===== src/sv/chrom_pkg.sv =====
`timescale 1ns / 1ps
// ----------------------------------------------------------------------------
// chrom_pkg
// Shared types, constants and helpers of the character rom access port.
// ----------------------------------------------------------------------------
package chrom_pkg;

  // widths
  localparam int unsigned ADDR_W = 20;
  localparam int unsigned CODE_W = 16;
  localparam int unsigned LINE_W = 4;
  localparam int unsigned DATA_W = 8;
  localparam int unsigned OP_W   = 3;
  localparam int unsigned LEVEL_W = 2;

  // bus access codes
  typedef enum logic [OP_W-1:0] {
    OP_CODE_HI = 3'd0,
    OP_CODE_LO = 3'd1,
    OP_LINE    = 3'd2,
    OP_PAT_WR  = 3'd3,
    OP_PAT_RD  = 3'd4
  } op_t;

  // address constants
  localparam logic [ADDR_W-1:0] WIN_IDLE    = 20'h7fff0;
  localparam logic [ADDR_W-1:0] ROM_HALF    = 20'h80000;
  localparam logic [ADDR_W-1:0] HALF_OFFSET = 20'h00800;
  localparam logic [CODE_W-1:0] KANJI_MASK  = 16'h7f7f;

  // window mapping needs this chip level or higher
  localparam logic [LEVEL_W-1:0] LEVEL_WINDOW = 2'd2;

  // user-definable character codes (low seven bits)
  localparam logic [6:0] USER_FIRST   = 7'h56;
  localparam logic [6:0] USER_END     = 7'h58;
  localparam logic [6:0] HALF_A_FIRST = 7'h0c;
  localparam logic [6:0] HALF_A_END   = 7'h10;
  localparam logic [6:0] HALF_B_END   = 7'h60;
  localparam logic [6:0] FULL_END     = 7'h08;
  localparam logic [6:0] USER_PAIR_MASK = 7'h7e;

  // line/half byte fields
  localparam int unsigned RIGHT_BIT = 5;

  // memory window seen by the host
  typedef struct packed {
    logic [ADDR_W-1:0] low;
    logic [ADDR_W-1:0] high;
    logic              user_writable;
  } window_t;

  // base of a two-byte code in the kanji area
  function automatic logic [ADDR_W-1:0] kanji_base(input logic [CODE_W-1:0] code);
    logic [CODE_W-1:0] masked;
    masked = code & KANJI_MASK;
    return {masked, 4'h0};
  endfunction

  // byte offset of the selected half
  function automatic logic [ADDR_W-1:0] half_offset(input logic left_half);
    return left_half ? HALF_OFFSET : '0;
  endfunction

endpackage


===== src/sv/chrom_in_if.sv =====
`timescale 1ns / 1ps
// ----------------------------------------------------------------------------
// chrom_in_if
// Bus access channel: one word per access.
// ----------------------------------------------------------------------------
interface chrom_in_if;
  logic                           valid;
  logic                           ready;
  logic [chrom_pkg::OP_W-1:0]     operation;
  logic [chrom_pkg::DATA_W-1:0]   bus_data;

  modport source (output valid, operation, bus_data, input ready);
  modport sink (input valid, operation, bus_data, output ready);
endinterface


===== src/sv/chrom_out_if.sv =====
`timescale 1ns / 1ps
// ----------------------------------------------------------------------------
// chrom_out_if
// Result channel: font strobes, window and flags, one word per access.
// ----------------------------------------------------------------------------
interface chrom_out_if;
  logic                           valid;
  logic                           ready;
  logic [chrom_pkg::ADDR_W-1:0]   font_address;
  logic                           font_write;
  logic                           font_read;
  logic [chrom_pkg::ADDR_W-1:0]   window_low;
  logic [chrom_pkg::ADDR_W-1:0]   window_high;
  logic                           window_user_writable;
  logic                           font_modified;

  modport source (output valid, font_address, font_write, font_read, window_low,
                  window_high, window_user_writable, font_modified, input ready);
  modport sink (input valid, font_address, font_write, font_read, window_low,
                window_high, window_user_writable, font_modified, output ready);
endinterface


===== src/sv/chrom_window.sv =====
`timescale 1ns / 1ps
// ----------------------------------------------------------------------------
// chrom_window
// Memory window mapping from character code, half and chip level.
// ----------------------------------------------------------------------------
module chrom_window (
  input  logic [chrom_pkg::LEVEL_W-1:0] chip_level,
  input  logic [chrom_pkg::CODE_W-1:0]  char_code,
  input  logic                          left_half,
  output chrom_pkg::window_t            window
);

  logic [chrom_pkg::ADDR_W-1:0] base;
  logic [chrom_pkg::ADDR_W-1:0] half;
  logic [6:0]                   c;

  assign base = chrom_pkg::kanji_base(char_code);
  assign half = chrom_pkg::half_offset(left_half);
  assign c    = char_code[6:0];

  // window selection by code class
  always_comb begin
    window.low           = chrom_pkg::WIN_IDLE;
    window.high          = chrom_pkg::WIN_IDLE;
    window.user_writable = 1'b0;
    if (chip_level >= chrom_pkg::LEVEL_WINDOW) begin
      if (char_code[15:8] == '0) begin
        window.high = chrom_pkg::ROM_HALF + {4'h0, char_code[11:0], 4'h0};
      end else if (c >= chrom_pkg::USER_FIRST && c < chrom_pkg::USER_END) begin
        window.user_writable = 1'b1;
        window.high          = base + half;
      end else if ((c >= chrom_pkg::HALF_A_FIRST && c < chrom_pkg::HALF_A_END) ||
                   (c >= chrom_pkg::USER_END && c < chrom_pkg::HALF_B_END)) begin
        window.high = base + half;
      end else if (c < chrom_pkg::FULL_END || c >= chrom_pkg::HALF_A_END) begin
        window.low  = base;
        window.high = base + chrom_pkg::HALF_OFFSET;
      end else begin
        window.high = base;
      end
    end
  end

endmodule


===== src/sv/character_rom_access_port_top.sv =====
`timescale 1ns / 1ps
// ----------------------------------------------------------------------------
// character_rom_access_port_top
// Character generator access port: code, line and half registers, font
// address and strobes, memory window and modified flag.
// ----------------------------------------------------------------------------
// One bus access per cycle: each accepted word is decoded against the held
// code, line and half, and its result word is in the output register on the
// next cycle. A new word is taken whenever the output register is empty or
// is being read in the same cycle, so accesses stall only while the receiver
// holds a full output register. chip_level is written through the cfg port at
// any time (always ready) and takes effect at the next code or line/half write.

module character_rom_access_port_top (
  input  logic                          clk,
  input  logic                          rst,
  chrom_in_if.sink                      in,
  chrom_out_if.source                   out,
  input  logic                          cfg_valid,
  output logic                          cfg_ready,
  input  logic [chrom_pkg::LEVEL_W-1:0] cfg_data
);

  logic [chrom_pkg::LEVEL_W-1:0] chip_level;
  logic [chrom_pkg::CODE_W-1:0]  char_code;
  logic [chrom_pkg::CODE_W-1:0]  char_code_next;
  logic [chrom_pkg::LINE_W-1:0]  glyph_line;
  logic [chrom_pkg::LINE_W-1:0]  glyph_line_next;
  logic                          left_half;
  logic                          left_half_next;
  chrom_pkg::window_t            window;
  chrom_pkg::window_t            window_next;
  chrom_pkg::window_t            window_calc;
  logic                          modified;
  logic                          modified_next;

  logic                          accept;
  logic                          update_window;
  chrom_pkg::op_t                op;
  logic [chrom_pkg::ADDR_W-1:0]  kanji_addr;
  logic [chrom_pkg::ADDR_W-1:0]  addr_next;
  logic                          wr_next;
  logic                          rd_next;

  logic                          res_valid;
  logic [chrom_pkg::ADDR_W-1:0]  res_addr;
  logic                          res_wr;
  logic                          res_rd;

  // handshakes
  assign cfg_ready = 1'b1;
  assign in.ready  = !res_valid || out.ready;
  assign accept    = in.valid && in.ready;
  assign op        = chrom_pkg::op_t'(in.operation);

  // font address from the held code
  assign kanji_addr = chrom_pkg::kanji_base(char_code) + chrom_pkg::half_offset(left_half)
                      + {{(chrom_pkg::ADDR_W-chrom_pkg::LINE_W){1'b0}}, glyph_line};

  // access decode
  always_comb begin
    char_code_next  = char_code;
    glyph_line_next = glyph_line;
    left_half_next  = left_half;
    modified_next   = modified;
    update_window   = 1'b0;
    addr_next       = '0;
    wr_next         = 1'b0;
    rd_next         = 1'b0;
    unique case (op)
      chrom_pkg::OP_CODE_HI: begin
        char_code_next = {in.bus_data, char_code[7:0]};
        update_window  = 1'b1;
      end
      chrom_pkg::OP_CODE_LO: begin
        char_code_next = {char_code[15:8], in.bus_data};
        update_window  = 1'b1;
      end
      chrom_pkg::OP_LINE: begin
        glyph_line_next = in.bus_data[chrom_pkg::LINE_W-1:0];
        left_half_next  = !in.bus_data[chrom_pkg::RIGHT_BIT];
        update_window   = 1'b1;
      end
      chrom_pkg::OP_PAT_WR: begin
        addr_next = kanji_addr;
        if ((char_code[6:0] & chrom_pkg::USER_PAIR_MASK) == chrom_pkg::USER_FIRST) begin
          wr_next       = 1'b1;
          modified_next = 1'b1;
        end
      end
      chrom_pkg::OP_PAT_RD: begin
        rd_next = 1'b1;
        if (char_code[15:8] != '0) begin
          addr_next = kanji_addr;
        end else begin
          addr_next = chrom_pkg::ROM_HALF + {4'h0, char_code[11:0], 4'h0}
                      + {{(chrom_pkg::ADDR_W-chrom_pkg::LINE_W){1'b0}}, glyph_line};
        end
      end
      default: begin
      end
    endcase
  end

  // window from the updated code and half
  chrom_window u_window (
    .chip_level (chip_level),
    .char_code  (char_code_next),
    .left_half  (left_half_next),
    .window     (window_calc)
  );

  assign window_next = update_window ? window_calc : window;

  // configuration register
  always_ff @(posedge clk) begin
    if (rst) begin
      chip_level <= '0;
    end else if (cfg_valid && cfg_ready) begin
      chip_level <= cfg_data;
    end
  end

  // access state
  always_ff @(posedge clk) begin
    if (rst) begin
      char_code  <= '0;
      glyph_line <= '0;
      left_half  <= 1'b0;
      window     <= '{low: chrom_pkg::WIN_IDLE, high: chrom_pkg::WIN_IDLE,
                      user_writable: 1'b0};
      modified   <= 1'b0;
    end else if (accept) begin
      char_code  <= char_code_next;
      glyph_line <= glyph_line_next;
      left_half  <= left_half_next;
      window     <= window_next;
      modified   <= modified_next;
    end
  end

  // result register valid
  always_ff @(posedge clk) begin
    if (rst) begin
      res_valid <= 1'b0;
    end else if (in.ready) begin
      res_valid <= in.valid;
    end
  end

  // result register payload
  always_ff @(posedge clk) begin
    if (accept) begin
      res_addr <= addr_next;
      res_wr   <= wr_next;
      res_rd   <= rd_next;
    end
  end

  // result word; window and flags follow the state left by the access
  assign out.valid                = res_valid;
  assign out.font_address         = res_addr;
  assign out.font_write           = res_wr;
  assign out.font_read            = res_rd;
  assign out.window_low           = window.low;
  assign out.window_high          = window.high;
  assign out.window_user_writable = window.user_writable;
  assign out.font_modified        = modified;

endmodule


===== src/flat_wrapper.sv =====
// flat-port wrapper written by rule: the top's interface ports become plain ports
module character_rom_access_port_top_flat 
  (clk, rst, cfg_valid, cfg_ready, cfg_data, in_valid, in_operation, in_bus_data, in_ready, out_valid, out_font_address, out_font_write, out_font_read, out_window_low, out_window_high, out_window_user_writable, out_font_modified, out_ready);
  chrom_in_if in_i ();
  chrom_out_if out_i ();
  input  logic clk;
  input  logic rst;
  input  logic cfg_valid;
  output logic cfg_ready;
  input  logic [chrom_pkg::LEVEL_W-1:0] cfg_data;
  input wire logic [$bits(in_i.valid)-1:0] in_valid;
  input wire logic [$bits(in_i.operation)-1:0] in_operation;
  input wire logic [$bits(in_i.bus_data)-1:0] in_bus_data;
  output wire logic [$bits(in_i.ready)-1:0] in_ready;
  output wire logic [$bits(out_i.valid)-1:0] out_valid;
  output wire logic [$bits(out_i.font_address)-1:0] out_font_address;
  output wire logic [$bits(out_i.font_write)-1:0] out_font_write;
  output wire logic [$bits(out_i.font_read)-1:0] out_font_read;
  output wire logic [$bits(out_i.window_low)-1:0] out_window_low;
  output wire logic [$bits(out_i.window_high)-1:0] out_window_high;
  output wire logic [$bits(out_i.window_user_writable)-1:0] out_window_user_writable;
  output wire logic [$bits(out_i.font_modified)-1:0] out_font_modified;
  input wire logic [$bits(out_i.ready)-1:0] out_ready;
  assign in_i.valid = in_valid;
  assign in_i.operation = in_operation;
  assign in_i.bus_data = in_bus_data;
  assign in_ready = in_i.ready;
  assign out_valid = out_i.valid;
  assign out_font_address = out_i.font_address;
  assign out_font_write = out_i.font_write;
  assign out_font_read = out_i.font_read;
  assign out_window_low = out_i.window_low;
  assign out_window_high = out_i.window_high;
  assign out_window_user_writable = out_i.window_user_writable;
  assign out_font_modified = out_i.font_modified;
  assign out_i.ready = out_ready;
  character_rom_access_port_top u_core (.clk(clk), .rst(rst), .in(in_i), .out(out_i), .cfg_valid(cfg_valid), .cfg_ready(cfg_ready), .cfg_data(cfg_data));
endmodule

===== config.mk =====
export PLATFORM = sky130hd
export DESIGN_NAME = character_rom_access_port_top_flat
export DESIGN_NICKNAME = d
export VERILOG_FILES = /design/src/sv/chrom_pkg.sv /design/src/sv/chrom_in_if.sv /design/src/sv/chrom_out_if.sv /design/src/sv/chrom_window.sv /design/src/sv/character_rom_access_port_top.sv /design/src/flat_wrapper.sv
export SDC_FILE = /design/constraint.sdc
export NUM_CORES = 1
export LEC_CHECK = 0
export BUFFER_PORTS_ARGS = -buffer_cell sky130_fd_sc_hd__buf_2
export CAP_MARGIN = 20
export CORE_UTILIZATION = 45
export CTS_CLUSTER_SIZE = 20
export DETAILED_ROUTE_END_ITERATION = 10
export PLACE_DENSITY = 0.69
export SYNTH_ARGS = -nofsm -noshare
export SYNTH_HDL_FRONTEND = slang
export SYNTH_SLANG_ARGS = --single-unit

===== constraint.sdc =====
create_clock -name clk -period 3.29 [get_ports clk]
set_input_delay 0.4935 -clock clk [delete_from_list [all_inputs] [get_ports clk]]
set_output_delay 0.4935 -clock clk [all_outputs]
set_load 0.02 [all_outputs]

# Word level (Yosys, flattened, before mapping)
# Cells that the tools add are included.
[totals]
register_bits = 88
in_bits = 18
[classes]
eq_ne = 5
order_cmp = 9
n_reduce_logical = 16
add_sub_neg = 7
n_mux = 20
[op_table]
columns = ["operator", "n"]
rows = [
  ["20-bit 2-to-1 mux", 6],
  ["19-bit 2-to-1 mux", 3],
  ["41-bit 2-to-1 mux", 1],
  ["20-bit by 16-bit adder with 20-bit output, first input constant", 2],
  ["20-bit by 4-bit adder with 20-bit output", 2],
  ["20-bit one-hot mux with 2 select lines", 1],
  ["16-bit one-hot mux with 2 select lines", 1],
  ["12-bit 2-to-1 mux", 2],
  ["19-bit by 12-bit adder with 20-bit output", 1],
  ["19-bit by 12-bit adder with 20-bit output, second input constant", 1],
  ["19-bit by 20-bit adder with 20-bit output", 1],
  ["7-bit greater-or-equal comparator, second input constant", 2],
  ["7-bit less-than comparator, second input constant", 2],
  ["8-bit logical NOT", 1],
  ["8-bit nonzero test", 1],
  ["7-bit by 4-bit greater-or-equal comparator with 1-bit output, second input constant", 1],
  ["7-bit by 5-bit greater-or-equal comparator with 1-bit output, second input constant", 1],
  ["7-bit by 4-bit less-than comparator with 1-bit output, second input constant", 1],
  ["7-bit by 5-bit less-than comparator with 1-bit output, second input constant", 1],
  ["3-bit by 2-bit equality test with 1-bit output, second input constant", 2],
  ["6-bit equality test, second input constant", 1],
  ["1-bit 2-to-1 mux", 6],
  ["1-bit logical AND", 4],
  ["2-bit AND reduction", 2],
  ["other kinds (8)", 11],
]

# Depth between registers and ports, before layout
[logic_depth]
ltp_word = 9
mapped_depth = 7
mapped_depth_nobuf = 6

# Modules after synthesis
# Synthesis repeated with hierarchy kept, for this count alone.
[hier_totals]
cells_unflattened = 459
hier_area_um2 = 4297.9
[modules_own_cells]
columns = ["mod", "seq_area_each_um2", "n_inst", "area_per_inst_um2", "cells_each"]
rows = [
  ["character_rom_access_port_top", 1981.9, 1, 3910.0, 400],
  ["chrom_window", 0.0, 1, 387.9, 59],
]

# Worst setup path before layout
# No wires, ideal clock.
[synth_timing]
path_type = "input -> register"
start = "input port in_valid"
end = "register u_core.char_code[10] (netlist name)"
stages = 5
slack_ps = 563
setup_ps = 128
n_path_buf = 0
arrival_ps = 2599
cell_sequence = "inv_1 -> nor2_1 -> nand2_1 -> mux2i_1 -> nor2_1"
[synth_between]
elab_chain_cells = 1
[synth_lines]
columns = ["item", "line_no", "text"]
rows = [
  ["from (decl)", "flat_wrapper.sv:11", "input wire logic [$bits(in_i.valid)-1:0] in_valid;"],
  ["1-bit logical AND", "character_rom_access_port_top.sv:53", "assign accept = in.valid && in.ready;"],
  ["net u_core.accept", "character_rom_access_port_top.sv:37", "logic accept;"],
  ["to (signal assigned)", "character_rom_access_port_top.sv:134", "char_code <= char_code_next;"],
  ["to (decl)", "character_rom_access_port_top.sv:25", "logic [chrom_pkg::CODE_W-1:0] char_code;"],
]
# The timed path passes the listed nets, and every way through them passes these cells.
# A chain may end at the register's enable or synchronous reset.

# Worst setup path in the final report
[layout_timing]
start = "register u_core.char_code[3] (netlist name)"
end = "register u_core.window, in the netlist u_core.out.window_low[8]"
[layout_between]
elab_chain_cells = 8
elab_cells_between_ends = 19
cone_classes = "8 x order compare; 6 x mux; 5 x reduce/logical"
[layout_lines]
columns = ["item", "line_no", "text"]
rows = [
  ["16-bit one-hot mux with 2 select lines (*)", "character_rom_access_port_top.sv:70", "unique case (op)"],
  ["7-bit by 4-bit less-than comparator with 1-bit output (tied with other cells)", "chrom_window.sv:35", "end else if (c < chrom_pkg::FULL_END || c >= chrom_pkg::HALF_A_END) begin"],
  ["1-bit logical OR (tied with other cells)", "chrom_window.sv:35", ""],
  ["19-bit 2-to-1 mux / 1-bit logical OR (equally long branches)", "chrom_window.sv:35, chrom_window.sv:32", ""],
  ["19-bit 2-to-1 mux", "chrom_window.sv:32", "end else if ((c >= chrom_pkg::HALF_A_FIRST && c < chrom_pkg::HALF_A_END) ||"],
  ["19-bit 2-to-1 mux (*)", "chrom_window.sv:29", "end else if (c >= chrom_pkg::USER_FIRST && c < chrom_pkg::USER_END) begin"],
  ["20-bit 2-to-1 mux (*)", "chrom_window.sv:27", "if (char_code[15:8] == '0) begin"],
  ["41-bit 2-to-1 mux (*)", "chrom_window.sv:26", "if (chip_level >= chrom_pkg::LEVEL_WINDOW) begin"],
  ["to (signal assigned)", "character_rom_access_port_top.sv:130", "window <= '{low: chrom_pkg::WIN_IDLE, high: chrom_pkg::WIN_IDLE,"],
  ["to (signal assigned)", "character_rom_access_port_top.sv:137", "window <= window_next;"],
  ["to (decl)", "character_rom_access_port_top.sv:31", "chrom_pkg::window_t window;"],
]
# Mark *: on every way between the ends. The rest lies on a longest branch, timed or not.

==> key figures <==
Outcome
  – Status: finished, final reports clean

Power and ir drop
  – LEAKAGE: ~1.7 nW
  – Psw: roughly 500 µW
  – Switching Fraction: 0.249
  – Peak VDD IR: between 200 and 300 µV
  – P_int: roughly 1.5 mW
  – Combinational Power Share: 0.100
  – Clk pwr share: 0.386
  – PwrDens: between 400 and 500 nW/µm²
  – Seq pwr share: 0.514

Floorplan
  – Die Y: 89.1 µm
  – Die W: 89.1 µm
  – Rows: 31
  – Starting Density: 0.468
  – IO Count: between 80 and 90
  – CORE AREA: 7290 µm²
  – Total Die Area: 7940 µm²

GRT
  – First-pass GRT wire length: around 12,000 µm
  – Vias in the first global route: approximately 2,300
  – Initial antenna violation count: 0
  – Pin count of the biggest net entering global routing: 58
  – All-Layer GR Usage: 0.198
  – Total gr overflow: 0

STA
  – F_max: between 0.4 and 0.5 GHz
  – Final Hold Viols: 0
  – Setup Viol. Count Final: 0
  – Count of pins over their slew limit: 0
  – Slew headroom: 0.300
  – Worst-margin pin slew: approximately 1.0 ns
  – Setup TNS: 0 ns
  – Tcrit/Tclk final: 0.630
  – RSZ-0062 raised after global routing: false
  – Final min period: about 2.1 ns
  – Worst-case clock skew: 0.00857 ns

Synth
  – Yosys warnings: 0
  – Syn Area/Cell: 10.4 µm²
  – Synth cell types: 44
  – Mapped Area: ~3400 µm²
  – Top post-synthesis cells by area: dfxtp_1 33%, edfxtp_1 19%, mux2i_1 8.5%
  – Yosys top cell by area: dfxtp_1
  – Sequential element share of the synthesized area: 0.522
  – Post-synthesis cell count: ~330
  – Synth top area share: 0.328
  – Post-synth top flop: dfxtp_1
  – Number of flops mapped to enable cells by yosys: 22
  – Async set-reset flop share out of synthesis: 0
  – Seq cells post-synth: 78

Critical path
  – CP required: between 3 and 4 ns
  – Crit path kind: reg -> reg
  – Critical path's slowest cell: o32ai_2
  – Critical Path Max Stage Delay: about 0.86 ns
  – WP data arrival: roughly 2.4 ns
  – Setup crit start kind: register
  – CP Capture Type: register
  – CP Cell Sequence: nor3b_1 -> a31oi_1 -> o32ai_2 -> nor4_1 -> o21bai_1
  – Max FO, Critical Path: 15

Clocking
  – Bufs on Longest Clock Path: 2
  – Clock transition at the registers of the reported paths: approximately 0.080 ns
  – Later-pin clock latency in the skew report: 0.35 ns
  – Post-CTS Setup Bufs: 0
  – Clock buffer count from CTS: 9
  – CTS tree: done
  – Htree depth: 3
  – CTS root buf: clkbuf_8
  – Clock sinks: 78
  – CTS resizes: 0
  – # hold bufs at CTS: 0

Layout
  – Multi-input gate area: about 1500 µm²
  – Commonest non-fill, non-tap cell in the layout: buf_2
  – Design area: ~4000 µm²
  – Area grow syn2layout: 17.0%
  – Most frequent cells in the layout: 73 x buf_2, 56 x dfxtp_1, 36 x nor2_1, 29 x mux2i_1, 26 x nand2b_1
  – Diodes inserted: 0
  – Fillers: 716
  – Storage cell area: about 1800 µm²
  – Final #Nets: between 400 and 500
  – Proportion of layout cells with a drive suffix above 1: 0.266

Drt
  – Max layer used: met4
  – Antenna viol nets, final: 0
  – DR vias/cell: between 5 and 6
  – Routed WL: ~7400 µm
  – Total number of vias: 2,528
  – First-pass DRT Iterations: 4
  – Wirelength per Cell: ~15 µm
  – Iteration-0 DRC Markers: 228
  – WL met2: between 3000 and 4000 µm
  – M1 wire length: between 3000 and 4000 µm
  – Met3 WL: roughly 470 µm
  – Remaining DRCs: 0

Placed design
  – IO Port Bufs: 73
  – Routability Congestion: between 0.8 and 0.9
  – Placed cell area: about 3800 µm²
  – HPWL after detailed placement: about 5100 µm

Min path
  – Hold Path Class: in -> reg

Flow run
  – MaxCap Viol Count: 0
==> worst paths after layout <==
path	slack, ns	cells after the start	endpoint	from
worst max-delay path	1.22	5	u_core.out.window_low[8]	u_core.char_code[3]
worst min register to register	0.47	2	u_core.out.font_modified	u_core.out.font_modified
worst max register to register	1.22	5	u_core.out.window_low[8]	u_core.char_code[3]
worst min-delay path	0.38	3	u_core.chip_level[1]	cfg_data[1]
==> cell families (layout without fill, tap and decap cells) <==
kind of cell | after synthesis | in the layout | synth area share
and+or+nand+nor | 126 | 126 | 0.205
DFF | 78 | 78 | 0.522
muxes | 35 | 35 | 0.105
xor gates and xnor gates | 1 | 1 | 0.00257
AOI/OAI and AO/OA | 52 | 52 | 0.105
buffers and inverters | 35 | 97 | 0.0583
other | 2 | 10 | 0.00220
==> cell type report <==
class,instances,area share
inverters,4,0.00376
multi-input cells,224,0.367
flip-flops and latches,78,0.446
well taps,99,0.0310
clock inverters,7,0.0222
repair buffers,77,0.0990
clock buffers,9,0.0310
==> routing by layer <==
| metal | global-route usage | vias up |
|---|---|---|
| met3 | 0.0471 | 8 |
| met4 | 0.0866 | 0 |
| met5 | 0 | - |
| met1 | 0.277 | 1162 |
| li1 | - | 1272 |
| met2 | 0.291 | 86 |
==> Yosys cell counts, types with 9 or more instances <==
master,count
mux2i_1,29
o32ai_1,9
clkbuf_1,12
buf_4,10
nand2_1,15
o21ai_0,11
nand2b_1,26
nor4_1,9
dfxtp_1,56
and2_1,19
edfxtp_1,22
nor2_1,37
==> per-stage QoR <==
step	std cells	power [mW]	utilization	setup WS (ns)	hold WS, ns
6_report	498	1.99	0.548	1.22	0.381
5_1_grt	498	2.06	0.548	1.00	0.395
4_1_cts	498	2.01	0.548	1.23	0.379
3_5_place_dp	482	1.25	0.519	0.899	0.455
3_3_place_gp	482	1.24	0.519	0.927	0.458
2_1_floorplan	337	1.20	-	0.563	0.455
==> state kept, by name, indices dropped and copies added (netlist names) <==
register	flops
u_core.out.font_address	20
u_core.char_code	16
u_core.out.window_high	16
u_core.out.window_low	15
u_core.glyph_line	4
u_core.chip_level	1
u_core.left_half	1
u_core.out.font_modified	1
u_core.out.font_read	1
u_core.out.font_write	1
u_core.out.valid	1
u_core.out.window_user_writable	1
==> power groups by stage <==
stage / logic (mW) / registers [mW] / clock network, mW
after floorplan: 0.125 / 1.07 / 0
after global routing: 0.220 / 1.03 / 0.815
after global placement: 0.197 / 1.05 / 0
after detailed placement: 0.199 / 1.05 / 0
after CTS: 0.200 / 1.02 / 0.781
final: 0.200 / 1.03 / 0.769
==> worst max-delay path: cells and delay by family, from the launching register on <==
family          cells  cell delay, ns
compound gates      3            1.10
flops               1            0.47
simple gates        2            0.43
(Power assumes the default switching activity.)
